### config.mk
export PLATFORM = sky130hd
export DESIGN_NAME = lvc_front
export DESIGN_NICKNAME = d
export VERILOG_FILES = /design/src/rtl/lvc_pkg.sv /design/src/rtl/lvc_front.sv
export SDC_FILE = /design/constraint.sdc
export NUM_CORES = 1
export LEC_CHECK = 0
export ABC_AREA = 1
export BUFFER_PORTS_ARGS = -buffer_cell sky130_fd_sc_hd__buf_2
export CELL_PAD_IN_SITES_DETAIL_PLACEMENT = 2
export CELL_PAD_IN_SITES_GLOBAL_PLACEMENT = 2
export CORE_ASPECT_RATIO = 1.25
export CORE_UTILIZATION = 38
export DETAILED_ROUTE_END_ITERATION = 10
export PLACE_DENSITY = 0.84
export SLEW_MARGIN = 30
export SYNTH_ARGS = -nofsm -noshare
export SYNTH_HDL_FRONTEND = slang
export SYNTH_SLANG_ARGS = --single-unit
### constraint.sdc
create_clock -name i_clk -period 7 [get_ports i_clk]
set_clock_uncertainty 0.05 [all_clocks]
set_input_delay 0.35 -clock i_clk [delete_from_list [all_inputs] [get_ports i_clk]]
set_output_delay 0.35 -clock i_clk [all_outputs]
set_load 0.005 [all_outputs]
### src/rtl/lvc_pkg.sv
`timescale 1ns / 1ps
`default_nettype none
// ----------------------------------------------------------------------------
// Li-ion voltage to charge: shared package
// Widths, register indexes, item types and the fixed discharge curve tables.
// ----------------------------------------------------------------------------
package lvc_pkg;

    localparam int CURVE_POINTS    = 21;
    localparam int PT_W            = $clog2(CURVE_POINTS);
    localparam int MV_W            = 16;
    localparam int PCT_W           = 7;
    localparam int RATIO_W         = 16;
    localparam int RATIO_FRAC_BITS = 12;
    localparam int ROUND_W         = 2 * MV_W - RATIO_FRAC_BITS;
    // Widest segment span is 340 mV, so the offset into a segment fits in 9 bits.
    localparam int DIFF_W          = 9;
    // Rounded dividend 2*num + den stays below 2**X_W.
    localparam int X_W             = 17;
    localparam int RECIP_W         = 23;
    localparam int RECIP_SHIFT     = 27;
    localparam int QPROD_W         = X_W + RECIP_W;
    localparam int CFG_IDX_W       = 2;

    localparam logic [CFG_IDX_W-1:0] REG_DIVIDER_RATIO = 2'd0;
    localparam logic [CFG_IDX_W-1:0] REG_DEFAULT_RATIO = 2'd1;

    localparam logic [RATIO_W-1:0] DEFAULT_RATIO_RESET = 16'd8192;
    localparam logic [MV_W-1:0]    CELL_MV_MAX         = 16'hFFFF;
    localparam logic [PCT_W-1:0]   PCT_FULL            = 7'd100;
    localparam logic [PCT_W-1:0]   PCT_EMPTY           = 7'd0;
    localparam logic [MV_W-1:0]    MV_TOP              = 16'd4200;
    localparam logic [MV_W-1:0]    MV_BOTTOM           = 16'd3270;

    typedef enum logic [1:0] {
        CLS_FULL,
        CLS_EMPTY,
        CLS_INTERP
    } t_cls;

    typedef struct packed {
        logic [MV_W-1:0] cell_mv;
        t_cls            cls;
        logic [PT_W-1:0] seg;
    } t_mid_item;

    typedef struct packed {
        logic [MV_W-1:0]  cell_mv;
        logic [PCT_W-1:0] pct;
    } t_out_item;

    // One segment, named by its lower point: base voltage and percent, percent
    // rise across it, its span in mV and ceil(2**RECIP_SHIFT / (2 * span)).
    typedef struct packed {
        logic [MV_W-1:0]    lo_mv;
        logic [PCT_W-1:0]   lo_pct;
        logic [PCT_W-1:0]   dp;
        logic [DIFF_W-1:0]  den;
        logic [RECIP_W-1:0] recip;
    } t_seg;

    function automatic logic [MV_W-1:0] curve_mv(input logic [PT_W-1:0] idx);
        logic [MV_W-1:0] mv;
        case (idx)
            5'd0:    mv = 16'd4200;
            5'd1:    mv = 16'd4150;
            5'd2:    mv = 16'd4110;
            5'd3:    mv = 16'd4080;
            5'd4:    mv = 16'd4020;
            5'd5:    mv = 16'd3980;
            5'd6:    mv = 16'd3950;
            5'd7:    mv = 16'd3910;
            5'd8:    mv = 16'd3870;
            5'd9:    mv = 16'd3850;
            5'd10:   mv = 16'd3840;
            5'd11:   mv = 16'd3820;
            5'd12:   mv = 16'd3800;
            5'd13:   mv = 16'd3790;
            5'd14:   mv = 16'd3770;
            5'd15:   mv = 16'd3750;
            5'd16:   mv = 16'd3730;
            5'd17:   mv = 16'd3710;
            5'd18:   mv = 16'd3690;
            5'd19:   mv = 16'd3610;
            5'd20:   mv = 16'd3270;
            default: mv = '0;
        endcase
        return mv;
    endfunction

    function automatic t_seg seg_info(input logic [PT_W-1:0] seg);
        t_seg s;
        case (seg)
            5'd1:    s = '{16'd4150, 7'd95, 7'd5, 9'd50,  23'd1342178};
            5'd2:    s = '{16'd4110, 7'd90, 7'd5, 9'd40,  23'd1677722};
            5'd3:    s = '{16'd4080, 7'd85, 7'd5, 9'd30,  23'd2236963};
            5'd4:    s = '{16'd4020, 7'd80, 7'd5, 9'd60,  23'd1118482};
            5'd5:    s = '{16'd3980, 7'd75, 7'd5, 9'd40,  23'd1677722};
            5'd6:    s = '{16'd3950, 7'd70, 7'd5, 9'd30,  23'd2236963};
            5'd7:    s = '{16'd3910, 7'd65, 7'd5, 9'd40,  23'd1677722};
            5'd8:    s = '{16'd3870, 7'd60, 7'd5, 9'd40,  23'd1677722};
            5'd9:    s = '{16'd3850, 7'd55, 7'd5, 9'd20,  23'd3355444};
            5'd10:   s = '{16'd3840, 7'd50, 7'd5, 9'd10,  23'd6710887};
            5'd11:   s = '{16'd3820, 7'd45, 7'd5, 9'd20,  23'd3355444};
            5'd12:   s = '{16'd3800, 7'd40, 7'd5, 9'd20,  23'd3355444};
            5'd13:   s = '{16'd3790, 7'd35, 7'd5, 9'd10,  23'd6710887};
            5'd14:   s = '{16'd3770, 7'd30, 7'd5, 9'd20,  23'd3355444};
            5'd15:   s = '{16'd3750, 7'd25, 7'd5, 9'd20,  23'd3355444};
            5'd16:   s = '{16'd3730, 7'd20, 7'd5, 9'd20,  23'd3355444};
            5'd17:   s = '{16'd3710, 7'd15, 7'd5, 9'd20,  23'd3355444};
            5'd18:   s = '{16'd3690, 7'd10, 7'd5, 9'd20,  23'd3355444};
            5'd19:   s = '{16'd3610, 7'd5,  7'd5, 9'd80,  23'd838861};
            5'd20:   s = '{16'd3270, 7'd0,  7'd5, 9'd340, 23'd197380};
            default: s = '0;
        endcase
        return s;
    endfunction

endpackage
`default_nettype wire

### src/rtl/lvc_front.sv
`timescale 1ns / 1ps
`default_nettype none
// ----------------------------------------------------------------------------
// Front end: accept, scale and classify
// Holds the ratio registers, scales each pin reading to a saturated cell
// voltage and finds the curve segment it falls in.
// ----------------------------------------------------------------------------
module lvc_front
    import lvc_pkg::*;
#(
    parameter int MID_DEPTH = 8
) (
    input  wire logic                            i_clk,
    input  wire logic                            i_rst_n,
    input  wire logic                            i_push,
    output logic                                 o_full,
    input  wire logic signed [MV_W-1:0]          i_pin_millivolts,
    input  wire logic                            i_cfg_valid,
    output logic                                 o_cfg_ready,
    input  wire logic        [CFG_IDX_W-1:0]     i_cfg_index,
    input  wire logic        [RATIO_W-1:0]       i_cfg_data,
    input  wire logic        [$clog2(MID_DEPTH+1)-1:0] i_mid_count,
    output logic                                 o_mid_push,
    output t_mid_item                            o_mid_data
);

    localparam int CNT_W  = $clog2(MID_DEPTH + 1);
    localparam int SUM_W  = CNT_W + 2;
    localparam int PROD_W = (MV_W - 1) + RATIO_W;

    logic                  r_cfg_ready;
    logic [RATIO_W-1:0]    r_divider_ratio;
    logic [RATIO_W-1:0]    r_default_ratio;
    logic [RATIO_W-1:0]    w_ratio;
    logic                  w_accept;
    logic [SUM_W-1:0]      w_pending;

    logic                  r_f1_vld;
    logic                  r_f1_neg;
    logic [PROD_W-1:0]     r_f1_prod;
    logic                  r_f2_vld;
    logic [MV_W-1:0]       r_f2_mv;
    logic                  r_f3_vld;
    t_mid_item             r_f3_item;

    logic [ROUND_W-1:0]    w_round;
    logic [MV_W-1:0]       n_f2_mv;
    t_mid_item             n_f3_item;

    // Items already on their way to the queue count against its room.
    assign w_pending = SUM_W'(i_mid_count) + SUM_W'(r_f1_vld) + SUM_W'(r_f2_vld)
                     + SUM_W'(r_f3_vld);
    assign o_full    = (w_pending >= SUM_W'(MID_DEPTH));
    assign w_accept  = i_push && !o_full;

    assign w_ratio = (r_divider_ratio != '0) ? r_divider_ratio : r_default_ratio;

    always_ff @(posedge i_clk) begin
        if (!i_rst_n) begin
            r_cfg_ready     <= 1'b0;
            r_divider_ratio <= '0;
            r_default_ratio <= DEFAULT_RATIO_RESET;
        end else begin
            r_cfg_ready <= 1'b1;
            if (i_cfg_valid && r_cfg_ready) begin
                case (i_cfg_index)
                    REG_DIVIDER_RATIO: r_divider_ratio <= i_cfg_data;
                    REG_DEFAULT_RATIO: r_default_ratio <= i_cfg_data;
                    default: ;
                endcase
            end
        end
    end

    assign o_cfg_ready = r_cfg_ready;

    // Round half up, drop the fraction, saturate; a negative reading gives zero.
    always_comb begin
        w_round = ROUND_W'((32'(r_f1_prod) + 32'(1 << (RATIO_FRAC_BITS - 1)))
                           >> RATIO_FRAC_BITS);
        if (r_f1_neg) begin
            n_f2_mv = '0;
        end else if (w_round[ROUND_W-1:MV_W] != '0) begin
            n_f2_mv = CELL_MV_MAX;
        end else begin
            n_f2_mv = w_round[MV_W-1:0];
        end
    end

    // The segment is the first curve point, below the top one, that the
    // voltage reaches.
    always_comb begin
        n_f3_item.cell_mv = r_f2_mv;
        n_f3_item.seg     = PT_W'(1);
        for (int i = CURVE_POINTS - 1; i >= 1; i--) begin
            if (r_f2_mv >= curve_mv(PT_W'(i))) begin
                n_f3_item.seg = PT_W'(i);
            end
        end
        if (r_f2_mv >= curve_mv('0)) begin
            n_f3_item.cls = CLS_FULL;
        end else if (r_f2_mv <= curve_mv(PT_W'(CURVE_POINTS - 1))) begin
            n_f3_item.cls = CLS_EMPTY;
        end else begin
            n_f3_item.cls = CLS_INTERP;
        end
    end

    always_ff @(posedge i_clk) begin
        if (!i_rst_n) begin
            r_f1_vld <= 1'b0;
            r_f2_vld <= 1'b0;
            r_f3_vld <= 1'b0;
        end else begin
            r_f1_vld <= w_accept;
            r_f2_vld <= r_f1_vld;
            r_f3_vld <= r_f2_vld;
        end
    end

    always_ff @(posedge i_clk) begin
        r_f1_neg  <= i_pin_millivolts[MV_W-1];
        r_f1_prod <= PROD_W'(i_pin_millivolts[MV_W-2:0]) * PROD_W'(w_ratio);
        r_f2_mv   <= n_f2_mv;
        r_f3_item <= n_f3_item;
    end

    assign o_mid_push = r_f3_vld;
    assign o_mid_data = r_f3_item;

endmodule
`default_nettype wire

# After elaboration in Yosys (flattened, before gate mapping)
# Cells that the tools add are included.
# classes
reduce_logical,11
multipliers,1
order_cmp,23
eq_ne,1
muxes,23
add_sub_neg,4
# op_table
cell,count
$ge 16x12->1 const B,18
$ge 16x13->1 const B,3
$add 31x12->32 const B,1
$mux 16,2
$mux 4,8
$mul 15x16->31,1
$mux 5,5
$le 16x12->1 const B,1
$reduce_bool 16->1,1
$reduce_or 15->1,1
$mux 3,4
$reduce_or 7->1,1
$add 5x1->6,1
$add 6x1->6,1
$ge 6x4->1 const B,1
$mux 2,3
$add 4x1->5,1
$reduce_and 2->1,2
$reduce_bool 4->1,1
$reduce_or 3->1,1
$eq 2x1->1 const B,1
$logic_and 1x1->1,2
$logic_not 2->1,1
$logic_not 1->1,1
$mux 1,1
# totals
reg_bits,107
wordCells,78
out_inout_bits,26

# Longest topological paths before layout
# depth
word_depth,20
mapped_depth,33
depth_no_buf,32

# Worst setup path before layout
# No wires, ideal clock.
# synth_timing
path_type,register to register
startpoint,register r_divider_ratio[0]
endpoint,register r_f1_prod[26]
path_stages_with_launch,29
period_less_slack_ps,6273
setup_slack_ps,727
setup_time_ps,112
arrival_time_ps,6110
required_time_ps,6838
path_cell_list,dfxtp_1 inv_2 nand3_2 nor3_2 nand2_1 inv_2 buf_2 nand2_1 nand2_1 clkinv_1 nor2_1 fa_1 fa_1 fa_1 fa_1 fa_1 inv_1 fa_1 inv_1 ha_1 a21o_1 a31oi_1 nor3_1 a2111oi_0 nand2_2 nand2_1 nand2_1 nand2_1 nand2_1
# synth_via
elab_chain_cells,3
# synth_rtl
item,line,source
"start, declared",lvc_front.sv:32,logic [RATIO_W-1:0] r_divider_ratio;
"start signal, assigned",lvc_front.sv:67,REG_DIVIDER_RATIO: r_divider_ratio <= i_cfg_data;
$reduce_bool 16->1,lvc_front.sv:56,assign w_ratio = (r_divider_ratio != '0) ? r_divider_ratio : r_default_ratio;
$mux 16 (*),lvc_front.sv:56,
$mul 15x16->31 (*),lvc_front.sv:123,r_f1_prod <= PROD_W'(i_pin_millivolts[MV_W-2:0]) * PROD_W'(w_ratio);
"end signal, assigned",lvc_front.sv:123,
"end, declared",lvc_front.sv:40,logic [PROD_W-1:0] r_f1_prod;
# Every way passes the cells marked *; elsewhere a longest branch is shown, timed or not.
# A chain may end at the register's enable or synchronous reset.

# Final worst setup path
# layout_timing
startpoint,register r_divider_ratio[5]
endpoint,register r_f1_prod[30]
# Same word-level chain as after synthesis.

==> impl_metrics.csv <==
group,metric,value,unit
timing,fmax,149,MHz
routing,routedWlPerCell,20.8,um
worst_setup_path,required,7.23,ns
clock_network,cts-root-buf,"clkbuf_16",
worst_setup_path,crit_path_start_kind,"flip-flop",
synthesis,synth-seq-area-share,0.164,
die,initial_utilization,0.388,
synthesis,yosysTopAreaCell,"fa_1",
die,die_w,159,um
synthesis,syn-instance-count,1506,
timing,fin_crit,6.71,ns
hold_path,holdCritPathClass,"in -> reg",
place,hpwlAfterDp,35.5,mm
place,post-place-ws,-0.0989,ns
synthesis,synth_area_leaders,"fa_1 31%, dfxtp_1 16%, ha_1 10%",
power_and_ir_drop,leakagePower,0.00689,uW
grt,antenna_found_initial,0,
timing,final.period_utilization,0.959,
timing,finalSetupViolations,0,
job,drv_cap,0,
clock_network,cts_tree,"done",
power_and_ir_drop,peakVddDrop,0.000199,V
power_and_ir_drop,p_per_area,230,nW/um^2
clock_network,ctsHoldBuffers,0,
routing,num_vias,10400,
timing,fin_ws,0.290,ns
synthesis,ys.flop_type,"dfxtp_1",
cells_and_area,syn_to_final_growth,10.9,%
synthesis,ys_ff_latch,96,
grt,overflow,0,
routing,first_iter_violations,332,
synthesis,syn_nets,1824,
place,numPortBuffers,67,
routing,vias_per_cell,5.22,
timing,drv_slew,0,
grt,grt_pass1_wl,66.4,mm
cells_and_area,fin_util,0.430,
grt,grt_pass1_vias,12400,
die,dieArea,31500,sq um
cells_and_area,diodes,0,
grt,grt_max_degree,37,
grt,track_usage,0.277,
timing,worstMarginPinSlew,0.846,ns
clock_network,clock_latency,0.38,ns
worst_setup_path,cp_slowest_cell,"fa_2",
clock_network,clk_pin_slew_worst_paths,0.08,ns
routing,routed_wl,41.5,mm
die,num_io_pins,68,
die,rows,71,
synthesis,ys_types,49,
timing,max-slew-margin-rel,0.436,
cells_and_area,nets,1902,
routing,drc,0,
worst_setup_path,end_kind,"flip-flop",
worst_setup_path,path_class,"reg -> reg",
clock_network,cts_buffer_depth,2,
synthesis,synth_top_area_frac,0.309,
die,fp.dieH,198,um
synthesis,synth_edf_count,0,
worst_setup_path,max_stage_delay,0.68,ns
synthesis,syn_area,11700,sq um
cells_and_area,fill_cells,3566,
timing,hold_viol,0,
worst_setup_path,worstPathMaxFanout,15,
worst_setup_path,crit_top_cell,"nand2_1",
routing,antenna_left,0,
clock_network,clock-sinks,96,
synthesis,synthArstFlopShare,0,
cells_and_area,final_cell_mix,"285 x inv_1, 283 x nand2_1, 227 x nor2_1, 180 x fa_1, 96 x dfxtp_1",
clock_network,cts_setup_buffers,0,
die,design.core.area,30200,sq um
synthesis,synth.avg_cell_area,7.78,sq um
worst_setup_path,arrival,6.94,ns
synthesis,ys_warn_count,0,
clock_network,cts_buffers,9,
cells_and_area,drive_gt1_frac,0.116,
place,gp_congestion,0.888,
cells_and_area,final_common_cell,"inv_1",
routing,firstDrtPassIters,4,
run_status,run_status,"complete, no violations",
clock_network,h-tree-depth,3,
## stage by stage
step                hold slack, ns  setup TNS (ns)  cell area (sq um)  cells  power, uW
floorplan                    0.276               0              11700   1506       1890
global placement             0.319               0              12600   1974       2330
detailed placement           0.316          -0.167              12600   1974       2460
CTS                        0.00380               0              12900   1990       3010
global route               0.00996         -0.0113              13000   1990       3250
finish                      0.0180               0              13000   1990       2990
## report_power, final
group | switching, uW | leakage [uW] | internal (uW) | total, uW
registers | 114 | 0.000794 | 688 | 802
clock network | 264 | 0.000148 | 255 | 520
logic | 1090 | 0.00595 | 584 | 1670
total | 1470 | 0.00689 | 1530 | 2990
## final timing paths
path / endpoint / slack [ns] / cells after the start / start
setup / recovery: r_f1_prod[30] / 0.29 / 27 / r_divider_ratio[5]
hold / removal: r_f1_neg / 0.02 / 1 / i_pin_millivolts[15]
setup reg to reg: r_f1_prod[30] / 0.29 / 27 / r_divider_ratio[5]
hold reg to reg: o_mid_data[7] / 0.32 / 0 / r_f2_mv[0]
## final cells by class
type	instances	area [sq um]	share of cell area
Multi-Input combinational cell	1070	8540	0.658
Sequential cell	96	1920	0.148
Inverter	314	1190	0.0919
Timing Repair Buffer	93	531	0.0408
Tap cell	401	502	0.0386
Clock buffer	9	225	0.0173
Clock inverter	7	73.8	0.00568
## logic make-up after synthesis
kind of cell	after synthesis	synth area share
xor gates and xnor gates	28	0.0209
adders and majority gates	276	0.411
and+or+nand+nor	611	0.217
buffers and inverters	340	0.111
DFF	96	0.164
AOI/OAI and AO/OA	155	0.0764
## critical path: cells and delay by family, from the launching register on
family / cells / cell delay (ns)
adder cells (fa/ha/maj): 7 / 3.60
AND/OR/NAND/NOR: 12 / 1.47
AO/OA/AOI/OAI: 3 / 0.72
buffers and inverters: 5 / 0.48
flip-flops: 1 / 0.31
## layer usage
metal,track usage,wire length (um),vias to the layer above
met5,0,0,-
li1,-,-,4719
met4,0.162,2340,0
met1,0.277,14800,5318
met2,0.551,23200,227
met3,0.0302,1140,123
## synthesized netlist by cell type, types with 2 or more instances
cell	number
fa_1	181
o21ai_1	7
nand3_2	6
o21ai_0	55
nor2_4	4
xor2_1	21
a211oi_1	2
nor3_1	20
ha_1	95
o21a_1	2
buf_2	3
clkbuf_1	21
a21oi_1	55
dfxtp_1	96
a21o_1	5
nand2_1	287
clkinv_1	11
nor4_1	8
nand4_1	11
a31oi_1	6
nand2_4	2
nand3_1	24
inv_1	287
nor2_2	2
nand2_2	13
o21ai_2	11
nor2_1	229
inv_2	15
xnor2_1	7
## what timing repair did
action,in CTS,in global routing
cloned,0,0
gates resized for setup,3,18
endpoints found under the setup margin,3,10
## registers in the layout, summed over array words and instances (netlist names)
name             count
r_f1_prod           20
o_cfg_ready          1
r_f2_vld             1
r_default_ratio     16
r_f1_vld             1
o_mid_push           1
r_f1_neg             1
o_mid_data          23
r_divider_ratio     16
r_f2_mv             16
No activity file was read; power rests on OpenSTA's default activity.
