$ cat config.mk
export PLATFORM = sky130hd
export DESIGN_NAME = lvc_fifo
export DESIGN_NICKNAME = d
export VERILOG_FILES = /design/src/rtl/lvc_fifo.sv
export SDC_FILE = /design/constraint.sdc
export NUM_CORES = 1
export LEC_CHECK = 0
export BUFFER_PORTS_ARGS = -buffer_cell sky130_fd_sc_hd__buf_2
export CAP_MARGIN = 20
export CORE_MARGIN = 1
export CORE_UTILIZATION = 30
export CTS_CLUSTER_DIAMETER = 50
export DETAILED_ROUTE_END_ITERATION = 10
export GPL_ROUTABILITY_DRIVEN = 0
export HOLD_SLACK_MARGIN = 0.15
export SYNTH_ARGS = -nofsm -noshare
export SYNTH_HDL_FRONTEND = slang
export SYNTH_SLANG_ARGS = --single-unit
$ cat constraint.sdc
create_clock -name i_clk -period 5.35 [get_ports i_clk]
set_clock_uncertainty 0.1 [all_clocks]
set_input_delay 0.2675 -clock i_clk [delete_from_list [all_inputs] [get_ports i_clk]]
set_output_delay 0.2675 -clock i_clk [all_outputs]
set_load 0.02 [all_outputs]
$ cat src/rtl/lvc_fifo.sv
`timescale 1ns / 1ps
`default_nettype none
// ----------------------------------------------------------------------------
// Register queue
// Small first-in first-out queue of flip-flops with an occupancy count. The
// writer is trusted never to push into a full queue.
// ----------------------------------------------------------------------------
module lvc_fifo #(
    parameter int WIDTH = 8,
    parameter int DEPTH = 4
) (
    input  wire logic                         i_clk,
    input  wire logic                         i_rst_n,
    input  wire logic                         i_push,
    input  wire logic [WIDTH-1:0]             i_data,
    input  wire logic                         i_pop,
    output logic      [WIDTH-1:0]             o_data,
    output logic                              o_empty,
    output logic      [$clog2(DEPTH+1)-1:0]   o_count
);

    localparam int PTR_W = (DEPTH > 1) ? $clog2(DEPTH) : 1;
    localparam int CNT_W = $clog2(DEPTH + 1);
    localparam logic [PTR_W-1:0] PTR_LAST = PTR_W'(DEPTH - 1);

    logic [WIDTH-1:0] r_mem [DEPTH];
    logic [PTR_W-1:0] r_wr_ptr, n_wr_ptr;
    logic [PTR_W-1:0] r_rd_ptr, n_rd_ptr;
    logic [CNT_W-1:0] r_count, n_count;
    logic             w_pop;

    assign w_pop = i_pop && (r_count != '0);

    always_comb begin
        n_wr_ptr = r_wr_ptr;
        n_rd_ptr = r_rd_ptr;
        n_count  = r_count;
        if (i_push) begin
            n_wr_ptr = (r_wr_ptr == PTR_LAST) ? '0 : r_wr_ptr + 1'b1;
        end
        if (w_pop) begin
            n_rd_ptr = (r_rd_ptr == PTR_LAST) ? '0 : r_rd_ptr + 1'b1;
        end
        if (i_push && !w_pop) begin
            n_count = r_count + 1'b1;
        end else if (!i_push && w_pop) begin
            n_count = r_count - 1'b1;
        end
    end

    always_ff @(posedge i_clk) begin
        if (!i_rst_n) begin
            r_wr_ptr <= '0;
            r_rd_ptr <= '0;
            r_count  <= '0;
        end else begin
            r_wr_ptr <= n_wr_ptr;
            r_rd_ptr <= n_rd_ptr;
            r_count  <= n_count;
        end
    end

    always_ff @(posedge i_clk) begin
        if (i_push) begin
            r_mem[r_wr_ptr] <= i_data;
        end
    end

    assign o_data  = r_mem[r_rd_ptr];
    assign o_empty = (r_count == '0);
    assign o_count = r_count;

endmodule
`default_nettype wire

# Word-level counts from Yosys, hierarchy flattened
# Memories as Yosys holds them, arrays and structs flattened. A register that Yosys moved wholly into a read port is not among the register bits.
# Index checks and enable logic that the tools add are counted.
# Widths: inputs -> output; s select.
[classes]
n_reduce_logical = 8
n_eq_ne = 2
mux = 8
addsub = 4
[op_table]
columns = ["operator", "count"]
rows = [
  ["$mux 2", 4],
  ["$mux 3", 2],
  ["$add 2x1->2 const B", 2],
  ["$eq 2x2->1 const B", 2],
  ["$add 3x1->3 const B", 1],
  ["$logic_and 1x1->1", 3],
  ["$logic_not 3->1", 1],
  ["$reduce_bool 3->1", 1],
  ["$sub 3x1->3 const B", 1],
  ["$logic_not 1->1", 2],
  ["$mux 1", 2],
  ["$reduce_bool 2->1", 1],
]
[totals]
mem_count = 1
inputBits = 12
wordCells = 26
out_inout_bits = 12
mem_bits_rw = 32
register_bits = 7
[memory_table]
columns = ["memory", "words", "width", "read_ports", "rd_ports_with_merged_regs", "wr", "line", "text"]
rows = [
  ["r_mem", 4, 8, 1, 1, 1, "26", "logic [WIDTH-1:0] r_mem [DEPTH];"],
]

# Depth between registers and ports, before layout
# Gate-level depths: netlist (run 1).
[logic_depth]
ltp_word = 5
depth_mapped = 7

# Least setup slack after synthesis (run 1)
# OpenSTA, ideal clock, no wires.
[synth_timing]
path_type = "reg-to-reg"
startpoint = "reg r_count[1] (netlist: o_count[1])"
endpoint = "reg r_count[2] (netlist: o_count[2])"
required_time_ps = 5180
path_stages_with_launch = 8
arrival_ps = 1955
slack_ps = 3225
setup_time_ps = 70
synth_period_minus_slack_ps = 2125
path_cell_list = "dfxtp_1 o31ai_4 ha_1 inv_1 fa_1 xor2_1 or3_1 a21boi_1"
[synth_between]
elab_chain_len = 5
elab_cells_between_ends = 10
cone_classes = "add/sub: 2; mux: 2; reduce/logical: 6"
[synth_rtl]
columns = ["item", "line", "text"]
rows = [
  ["start, declared", "29", "logic [CNT_W-1:0] r_count, n_count;"],
  ["start signal, assigned", "59", "r_count <= n_count;"],
  ["parallel branches: the longest is 5 deep, another holds $sub 3x1->3", "-", ""],
]
# Several ways; the timed one is not identified. The select of a mux whose other input is x is not followed.
# A chain may end at the register's enable or synchronous reset.

# Worst setup path in the final report (run 1)
# Same ends and word-level chain as after synthesis.

==> run metrics, run 1 <==
Syn Std Cell Area 1620 µm²; GRT Total Usage 10.5%; Reg power frac 51.2%; worst reg2reg startpoint o_count[1]; DRT Pass-1 Iters 4; CP Launch Point o_count[1]; end of the worst register-to-register path o_count[2]; initial antenna violation count 0; CTS Sinks 41; Hold Path End o_count[1]; hold_sp i_rst_n; Detailed Place HPWL 1850 µm; number of flops mapped to enable cells by yosys 32; met2 Use GR ~18%; most frequent cells in the layout edfxtp_1, buf_2, dfxtp_1; post-route insts no fill 194; pins over their slew limit 0; die width 75.5 µm; CTS Buffer Depth 2; # setup viols final 0; Power Density 411 nW/µm²; Synth async-reset ratio 0%; grt met3 use 3.17%; Mean Syn Cell Area around 19 µm²; combinational power share between 20% and 30%; P_leak 0.713 nW; first-pass GRT wire length 4130 µm; # resized after CTS 0; Final Cycle Share 41.0%; Reg clk slew, reported paths 0.07 ns; postcts setup bufs 0; clock network power share 23.4%; Final ANT Viol Nets 0; gr ovfl total 0; Net Sw Frac 30.4%; minimum clock period 2.19 ns; Fin. Hold Viols 0; Worst Reg-to-Reg Cells 7; Netlist cell types 21; Vias/cell around 4.4; largest net degree at the start of global routing 14; met1 Use GR 11.6%; Ant. Diodes 0; Syn Inst Count 87; flops & latches, synth 41; Ys Warns 0; RSZ-0062 raised after global routing false; Worst setup SP type flip-flop; Vias ~860; I/O pins 24; min-delay worst type input port to flip-flop; Peak supply drop 242 µV; largest fanout on the critical path 5; I/O Buffers 23; hold depth 2; CTS hold repair buffers 8; WP data required 5.47 ns; reg-to-reg slack, setup ~3.2 ns; critical path arrival about 2.3 ns; root buf cell clkbuf_8; initial detailed-routing violation count 43; P_int 0.000565 W; Max-cap violations 0; worst skew pair latency 0.28 ns; Crit Path Class flip-flop to flip-flop; area grow syn2layout 21.8%; die area ~5700 µm²; Total Wirelength 2630 µm; commonest non-fill, non-tap cell in the layout edfxtp_1; slew margin rel. 62.7%; # DRC 0; post-DR wirelength/cell between 10 and 15 µm; cts bufs inserted 5; Most Crowded Layer GR met2; CTS H-tree depth 2; Peak Freq 0.456 GHz; Initial Util approximately a third; nature of the critical path endpoint flip-flop; CTS tree yes; measured slew at the worst slew-check pin 0.558 ns; vias in the first global route roughly 900; core area 5170 µm²; P_sw roughly 0.00025 W; overall die height 75.5 µm; final net count 142; fraction of layout cells with a size suffix above 1 31.5%; Syn Nets between 100 and 150; outcome complete, no violations; Placed Cells 178; Rows 26; Primary FF master, synth edfxtp_1; setup TNS 0 ns; register area share after synthesis 70.4%
## layout make-up
type / instances / area, µm²
Multi-Input combinational cell: 41 / 453
Timing Repair Buffer: 31 / 195
Inverter: 3 / 11.3
Sequential cell: 41 / 1140
Clock inverter: 3 / 17.5
Clock buffer: 5 / 68.8
Tap cell: 70 / 87.6
Fill cell: 479 / 3200
## synthesized netlist by cell type, types with 2 or more instances
| master | count | area [µm²] |
|---|---|---|
| edfxtp_1 | 32 | 961 |
| mux2i_1 | 3 | 30.0 |
| ha_1 | 6 | 75.1 |
| nand2_1 | 2 | 7.51 |
| inv_1 | 3 | 11.3 |
| dfxtp_1 | 9 | 180 |
| and2_1 | 5 | 31.3 |
| o21ai_0 | 3 | 15.0 |
| nand3_1 | 2 | 10.0 |
| nor2b_1 | 3 | 18.8 |
| mux4_2 | 8 | 180 |
| nor2_1 | 2 | 7.51 |
## power by group through the flow
stage          Combinational, W  Clock (W)  Sequential [W]
2_1_floorplan          0.000159          0        0.000410
3_5_place_dp           0.000203          0        0.000425
4_1_cts                0.000208   0.000195        0.000418
6_report               0.000206   0.000190        0.000416
5_1_grt                0.000227   0.000209        0.000424
3_3_place_gp           0.000195          0        0.000421
## per-layer routing
metal | up-vias | part of all wire [%]
met5 | - | 0
met4 | 0 | 1.6
met3 | 6 | 4.9
met2 | 33 | 48
met1 | 417 | 46
li1 | 401 | -
## state kept, by name, summed over array words and instances (netlist names), named ones only
name      count
o_count       3
r_mem        32
r_rd_ptr      2
r_wr_ptr      2
## worst max-delay path, stage by stage, from the launching register on
cell	delay [ns]
dfxtp_1	0.39
o31ai_4	0.33
ha_1	0.24
inv_1	0.06
fa_1	0.37
xor2_1	0.18
or3_1	0.31
a21boi_1	0.15
## kinds of logic (layout without fill, tap and decap cells)
logic type / Yosys count / after routing / share of synthesized area, %
compound gates: 5 / 5 / 2.70
xor+xnor: 2 / 2 / 1.08
fa+ha+maj: 7 / 7 / 5.86
buf+inv: 5 / 42 / 1.70
flops: 41 / 41 / 70.4
mux: 11 / 11 / 13.0
simple gates: 16 / 16 / 5.32
## metrics by stage
step / hold slack [ns] / total power (W) / util [%] / area, µm² / setup WS, ns
after floorplan: 0.266 / 0.000568 / - / 1620 / 3.23
after global placement: 0.379 / 0.000617 / 35.0 / 1810 / 3.27
after detailed placement: 0.386 / 0.000628 / 35.0 / 1810 / 3.14
after CTS: 0.202 / 0.000822 / 38.2 / 1970 / 3.12
after global routing: 0.206 / 0.000859 / 38.2 / 1970 / 3.05
final: 0.206 / 0.000812 / 38.2 / 1970 / 3.16
## worst max path at each step
stage | to | slack (ns) | cells after the start
4_1_cts | o_count[2] | 3.12 | 7
6_report | o_count[2] | 3.16 | 7
5_1_grt | o_count[2] | 3.05 | 7
3_3_place_gp | o_count[2] | 3.27 | 7
3_5_place_dp | o_count[2] | 3.14 | 7
2_1_floorplan | o_count[2] | 3.23 | 7
(Power assumes the default switching activity.)
==> run 2, diff against run 1 <==
clock period = 2 ns   (was 5.35 ns; I/O delays follow)
==> run metrics, run 2 (synthesized netlist as in run 1, its figures left out) <==
outcome finished, violations left (was complete, no violations); violated checks setup timing; CTS Sinks 41 (unchanged); root buf cell clkbuf_8 (unchanged); worst path bufs/invs 1 (unchanged); Worst Reg-to-Reg Cells 7 (unchanged); CTS H-tree depth 2 (unchanged); Total Wirelength 2710 µm (was 2630 µm); Crit Path Class flip-flop to flip-flop (unchanged); Initial Util 31.3% (unchanged); crit-path leading delay family adder cells (unchanged); I/O pins 24 (unchanged); number of flip-flops in the largest register 32 (unchanged); minimum clock period 2.02 ns (was 2.19 ns); worst reg2reg startpoint o_count[1] (unchanged); commonest non-fill, non-tap cell in the layout edfxtp_1 (unchanged); first-pass GRT wire length 4240 µm (was 4130 µm); die width 75.5 µm (unchanged); post-DR wirelength/cell 13.5 µm (was 13.6 µm); DRT Pass-1 Iters 2 (was 4); core area 5170 µm² (unchanged); vias in the first global route 896 (was 893); overall die height 75.5 µm (unchanged); largest fanout on the critical path 2 (was 5); Detailed Place HPWL 1830 µm (was 1850 µm); final net count 150 (was 142); WP data required 2.11 ns (was 5.47 ns); CTS Buffer Depth 2 (unchanged); largest net degree at the start of global routing 13 (was 14); RSZ-0062 raised after global routing true (was false); cts bufs inserted 5 (unchanged); fraction of layout cells with a size suffix above 1 36.6% (was 31.5%); Ant. Diodes 0 (unchanged); CTS tree yes (unchanged); worst skew pair latency 0.28 ns (about the same); # setup viols final 1 (was 0); Peak supply drop 609 µV (was 242 µV); I/O Buffers 23 (unchanged); pre-CTS setup slack -0.0368 ns (was 3.14 ns); Peak Freq 0.494 GHz (was 0.456 GHz); most frequent cells in the layout edfxtp_1, buf_2, dlygate4sd3_1 (was edfxtp_1, buf_2, dfxtp_1); hold depth 4 (was 2); initial detailed-routing violation count 45 (was 43); setup TNS -0.0231 ns (was 0 ns); gr ovfl total 0 (unchanged); CP Cell Sequence o31ai_4 -> ha_2 -> inv_1 -> fa_2 -> xor2_1 -> or3_1 -> a21boi_1 (was o31ai_4 -> ha_1 -> inv_1 -> fa_1 -> xor2_1 -> or3_1 -> a21boi_1); Final Cycle Share 101% (was 41.0%); Final ANT Viol Nets 0 (unchanged); end of the worst register-to-register path o_count[2] (unchanged); P_leak 0.744 nW (was 0.713 nW); fin util 39.7% (was 38.2%); Reg clk slew, reported paths 0.07 ns (about the same); Max-cap violations 0 (unchanged); slew margin rel. 70.5% (was 62.7%); # DRC 0 (unchanged); Power Density 1090 nW/µm² (was 411 nW/µm²); GRT Total Usage 10.8% (was 10.5%); Rows 26 (unchanged); Vias/cell 4.33 (was 4.42); crit-path max cell delay 0.35 ns (was 0.39 ns); pins over their slew limit 0 (unchanged); critical path arrival 2.13 ns (was 2.31 ns); Vias 871 (was 857); nature of the critical path endpoint flip-flop (unchanged); reg-to-reg slack, setup -0.02 ns (was 3.16 ns); final worst slack -0.0231 ns (was 3.16 ns); die area 5700 µm² (unchanged); Slowest cell on crit path dfxtp_4 (was dfxtp_1); hold_sp i_pop (was i_rst_n); initial antenna violation count 0 (unchanged); area grow syn2layout 26.5% (was 21.8%); Worst setup SP type flip-flop (unchanged); measured slew at the worst slew-check pin 0.442 ns (was 0.558 ns); Top reg by flops r_mem (unchanged); Fin. Hold Viols 0 (unchanged); min-delay worst type input port to flip-flop (unchanged)
==> run 2: report_power, final <==
part           total, W  switching [W]  internal (W)
registers       0.00107      0.0000621       0.00101
clock network  0.000500       0.000266      0.000234
logic          0.000665       0.000341      0.000324
==> run 2: layer usage <==
| metal | track usage (%) | routed length [µm] | vias to the layer above |
|---|---|---|---|
| met5 | 0 | 0 | - |
| met4 | 6.17 | 47 | 0 |
| met3 | 3.84 | 143 | 7 |
| met2 | 18.0 | 1360 | 25 |
| met1 | 12.1 | 1160 | 424 |
| li1 | - | - | 415 |
==> run 2: worst max-delay path by stage <==
stage | start | depth (start not counted) | to
5_1_grt | o_count[1] | 7 | o_count[2]
4_1_cts | o_count[2] | 7 | o_count[2]
6_report | o_count[1] | 7 | o_count[2]
3_3_place_gp | o_count[2] | 7 | o_count[2]
2_1_floorplan | o_count[2] | 7 | o_count[2]
3_5_place_dp | o_count[2] | 7 | o_count[2]
==> run 2: timing repair <==
| item | 4_1_cts | 5_1_grt |
|---|---|---|
| pin swaps | 1 | 2 |
| gates resized for setup | 0 | 1 |
| endpoints found under the hold margin | 41 | 0 |
| cloned | 0 | 0 |
| buffers inserted | 1 | 2 |
| hold buffers | 11 | 0 |
| setup endpoints to repair | 1 | 1 |
==> run 2: stage by stage <==
| stage | hold WS, ns | instances | total power [W] | instance area, µm² |
|---|---|---|---|---|
| after floorplan | 0.0989 | 87 | 0.00154 | 1640 |
| after global placement | 0.216 | 180 | 0.00169 | 1840 |
| after detailed placement | 0.225 | 180 | 0.00172 | 1840 |
| after CTS | 0.161 | 199 | 0.00225 | 2030 |
| after global routing | 0.183 | 201 | 0.00237 | 2050 |
| final | 0.169 | 201 | 0.00224 | 2050 |
==> run 2: layout make-up <==
type	instances	area (µm²)
Clock buffer	5	68.8
Clock inverter	2	11.3
Fill cell	477	3120
Inverter	3	11.3
Multi-Input combinational cell	41	458
Sequential cell	41	1150
Tap cell	70	87.6
Timing Repair Buffer	39	263
==> run 2: worst reg2reg max path, cell delays in order, from the launching register on <==
cell and delay, ns:
dfxtp_4 0.35, o31ai_4 0.26, ha_2 0.21, inv_1 0.05
fa_2 0.33, xor2_1 0.18, or3_1 0.32, a21boi_1 0.14
==> run 3, diff against run 2 <==
==> constraint.sdc (replaced) <==
create_clock -name i_clk -period 2 [get_ports i_clk]
set_clock_uncertainty 0.1 [all_clocks]
set_input_delay 0.4 -clock i_clk [delete_from_list [all_inputs] [get_ports i_clk]]
set_output_delay 0.4 -clock i_clk [all_outputs]
set_load 0.02 [all_outputs]
==> run metrics, run 3 (synthesized netlist as in run 1, its figures left out) <==
# setup viols final 1 (unchanged); commonest non-fill, non-tap cell in the layout edfxtp_1 (unchanged); CTS Buffer Depth 2 (unchanged); Reg clk slew, reported paths 0.08 ns (was 0.07 ns); RSZ-0062 raised after global routing true (unchanged); CTS Sinks 41 (unchanged); I/O pins 24 (unchanged); Detailed Place HPWL 1860 µm (was 1830 µm); number of flip-flops in the largest register 32 (unchanged); hold_sp i_data[6] (was i_pop); cts bufs inserted 5 (unchanged); min-delay worst type input port to flip-flop (unchanged); largest net degree at the start of global routing 14 (was 13); measured slew at the worst slew-check pin 0.461 ns (was 0.442 ns); setup TNS -0.0224 ns (was -0.0231 ns); worst reg2reg startpoint o_count[2] (was o_count[1]); I/O Buffers 23 (unchanged); Worst Reg-to-Reg Cells 7 (unchanged); Hold Path End r_mem[2][6]; core area 5170 µm² (unchanged); die width 75.5 µm (unchanged); P_leak 0.708 nW (was 0.744 nW); Total Wirelength 2730 µm (was 2710 µm); die area 5700 µm² (unchanged); vias in the first global route 900 (was 896); Vias/cell 4.44 (was 4.33); FILL cells 471 (was 477); Max-cap violations 0 (unchanged); Crit Path Class flip-flop to flip-flop (unchanged); initial detailed-routing violation count 56 (was 45); Power Density 1160 nW/µm² (was 1090 nW/µm²); hold depth 1 (was 4); final net count 138 (was 150); CTS hold repair buffers 0 (was 11); CTS tree yes (unchanged); Vias 844 (was 871); Top reg by flops r_mem (unchanged); slew margin rel. 69.3% (was 70.5%); nature of the critical path endpoint flip-flop (unchanged); first-pass GRT wire length 4300 µm (was 4240 µm); most frequent cells in the layout edfxtp_1, buf_2, mux4_2 (was edfxtp_1, buf_2, dlygate4sd3_1); minimum clock period 2.02 ns (about the same); DRT Pass-1 Iters 4 (was 2); Ant. Diodes 0 (unchanged); gr ovfl total 0 (unchanged); largest fanout on the critical path 5 (was 2); fraction of layout cells with a size suffix above 1 40.8% (was 36.6%); pre-CTS setup slack -0.0619 ns (was -0.0368 ns); WP data required 2.12 ns (was 2.11 ns); pins over their slew limit 0 (unchanged); reg-to-reg slack, setup -0.02 ns (about the same); root buf cell clkbuf_8 (unchanged); GRT Total Usage 11.1% (was 10.8%); Peak Freq 0.494 GHz (about the same); CP Launch Point o_count[2] (was o_count[1]); Rows 26 (unchanged); worst skew pair latency 0.29 ns (was 0.28 ns); overall die height 75.5 µm (unchanged); initial antenna violation count 0 (unchanged); outcome finished, violations left (unchanged); critical path arrival 2.14 ns (was 2.13 ns); # DRC 0 (unchanged); end of the worst register-to-register path o_count[2] (unchanged); Fin. Hold Viols 0 (unchanged); Peak supply drop 693 µV (was 609 µV); final worst slack -0.0224 ns (was -0.0231 ns); Final Cycle Share 101% (about the same); Worst setup SP type flip-flop (unchanged); area grow syn2layout 21.5% (was 26.5%); CTS H-tree depth 2 (unchanged); violated checks setup timing (unchanged); Final ANT Viol Nets 0 (unchanged); Initial Util 31.3% (unchanged); post-DR wirelength/cell 14.4 µm (was 13.5 µm)
[run 3: cell count changes in the layout (fill, tap and decap cells not counted), moves of 2 or more]
| cell | before | now |
|---|---|---|
| dlygate4sd3_1 | 11 | 0 |
| dfxtp_2 | 0 | 2 |
| buf_2 | 23 | 20 |
| buf_6 | 0 | 3 |
| buf_4 | 5 | 3 |
[run 3: worst max path at each step]
stage / to / cells after the start
after floorplan: o_count[2] / 7
after global placement: o_count[2] / 7
after detailed placement: o_count[2] / 7
after CTS: o_count[2] / 7
after global routing: o_count[2] / 7
final: o_count[2] / 7
[run 3: layout make-up]
| class | count | area [µm²] | area share, % |
|---|---|---|---|
| clock buffer | 5 | 68.8 | 3.49 |
| multi-input combinational | 41 | 458 | 23.2 |
| inverter | 3 | 11.3 | 0.571 |
| clock inverter | 3 | 17.5 | 0.889 |
| tap | 70 | 87.6 | 4.44 |
| sequential | 41 | 1150 | 58.4 |
| timing repair buffer | 27 | 176 | 8.95 |
[run 3: per-stage QoR]
stage | hold WS (ns) | cell area (µm²) | utilization [%] | cells | total power (W)
floorplan | 0.378 | 1640 | - | 87 | 0.00154
global placement | 0.403 | 1840 | 35.7 | 181 | 0.00169
detailed placement | 0.437 | 1840 | 35.7 | 181 | 0.00172
CTS | 0.209 | 1950 | 37.7 | 190 | 0.00228
global route | 0.202 | 1970 | 38.1 | 190 | 0.00241
finish | 0.224 | 1970 | 38.1 | 190 | 0.00229
[run 3: report_power, final]
part	internal [W]	switching, W	total [W]
clock network	0.000241	0.000282	0.000523
registers	0.00101	0.0000843	0.00109
logic	0.000339	0.000330	0.000669
total	0.00159	0.000696	0.00229
[run 3: per-layer routing]
| layer | vias up | global-route usage (%) | wire length [µm] |
|---|---|---|---|
| li1 | 397 | - | - |
| met4 | 0 | 4.32 | 10 |
| met1 | 421 | 11.7 | 1150 |
| met3 | 2 | 4.89 | 153 |
| met5 | - | 0 | 0 |
| met2 | 24 | 19.3 | 1410 |
[run 3: worst max-delay path, stage by stage (launching register included)]
cell	delay (ns)
dfxtp_4	0.37
o31ai_4	0.27
ha_2	0.21
inv_1	0.05
fa_2	0.33
xor2_1	0.18
or3_1	0.31
a21boi_1	0.13
[run 3: timing repair]
action	in CTS	in global routing
buffers inserted	1	0
resized for setup	4	6
endpoints found under the setup margin	9	9
pin swaps	1	1
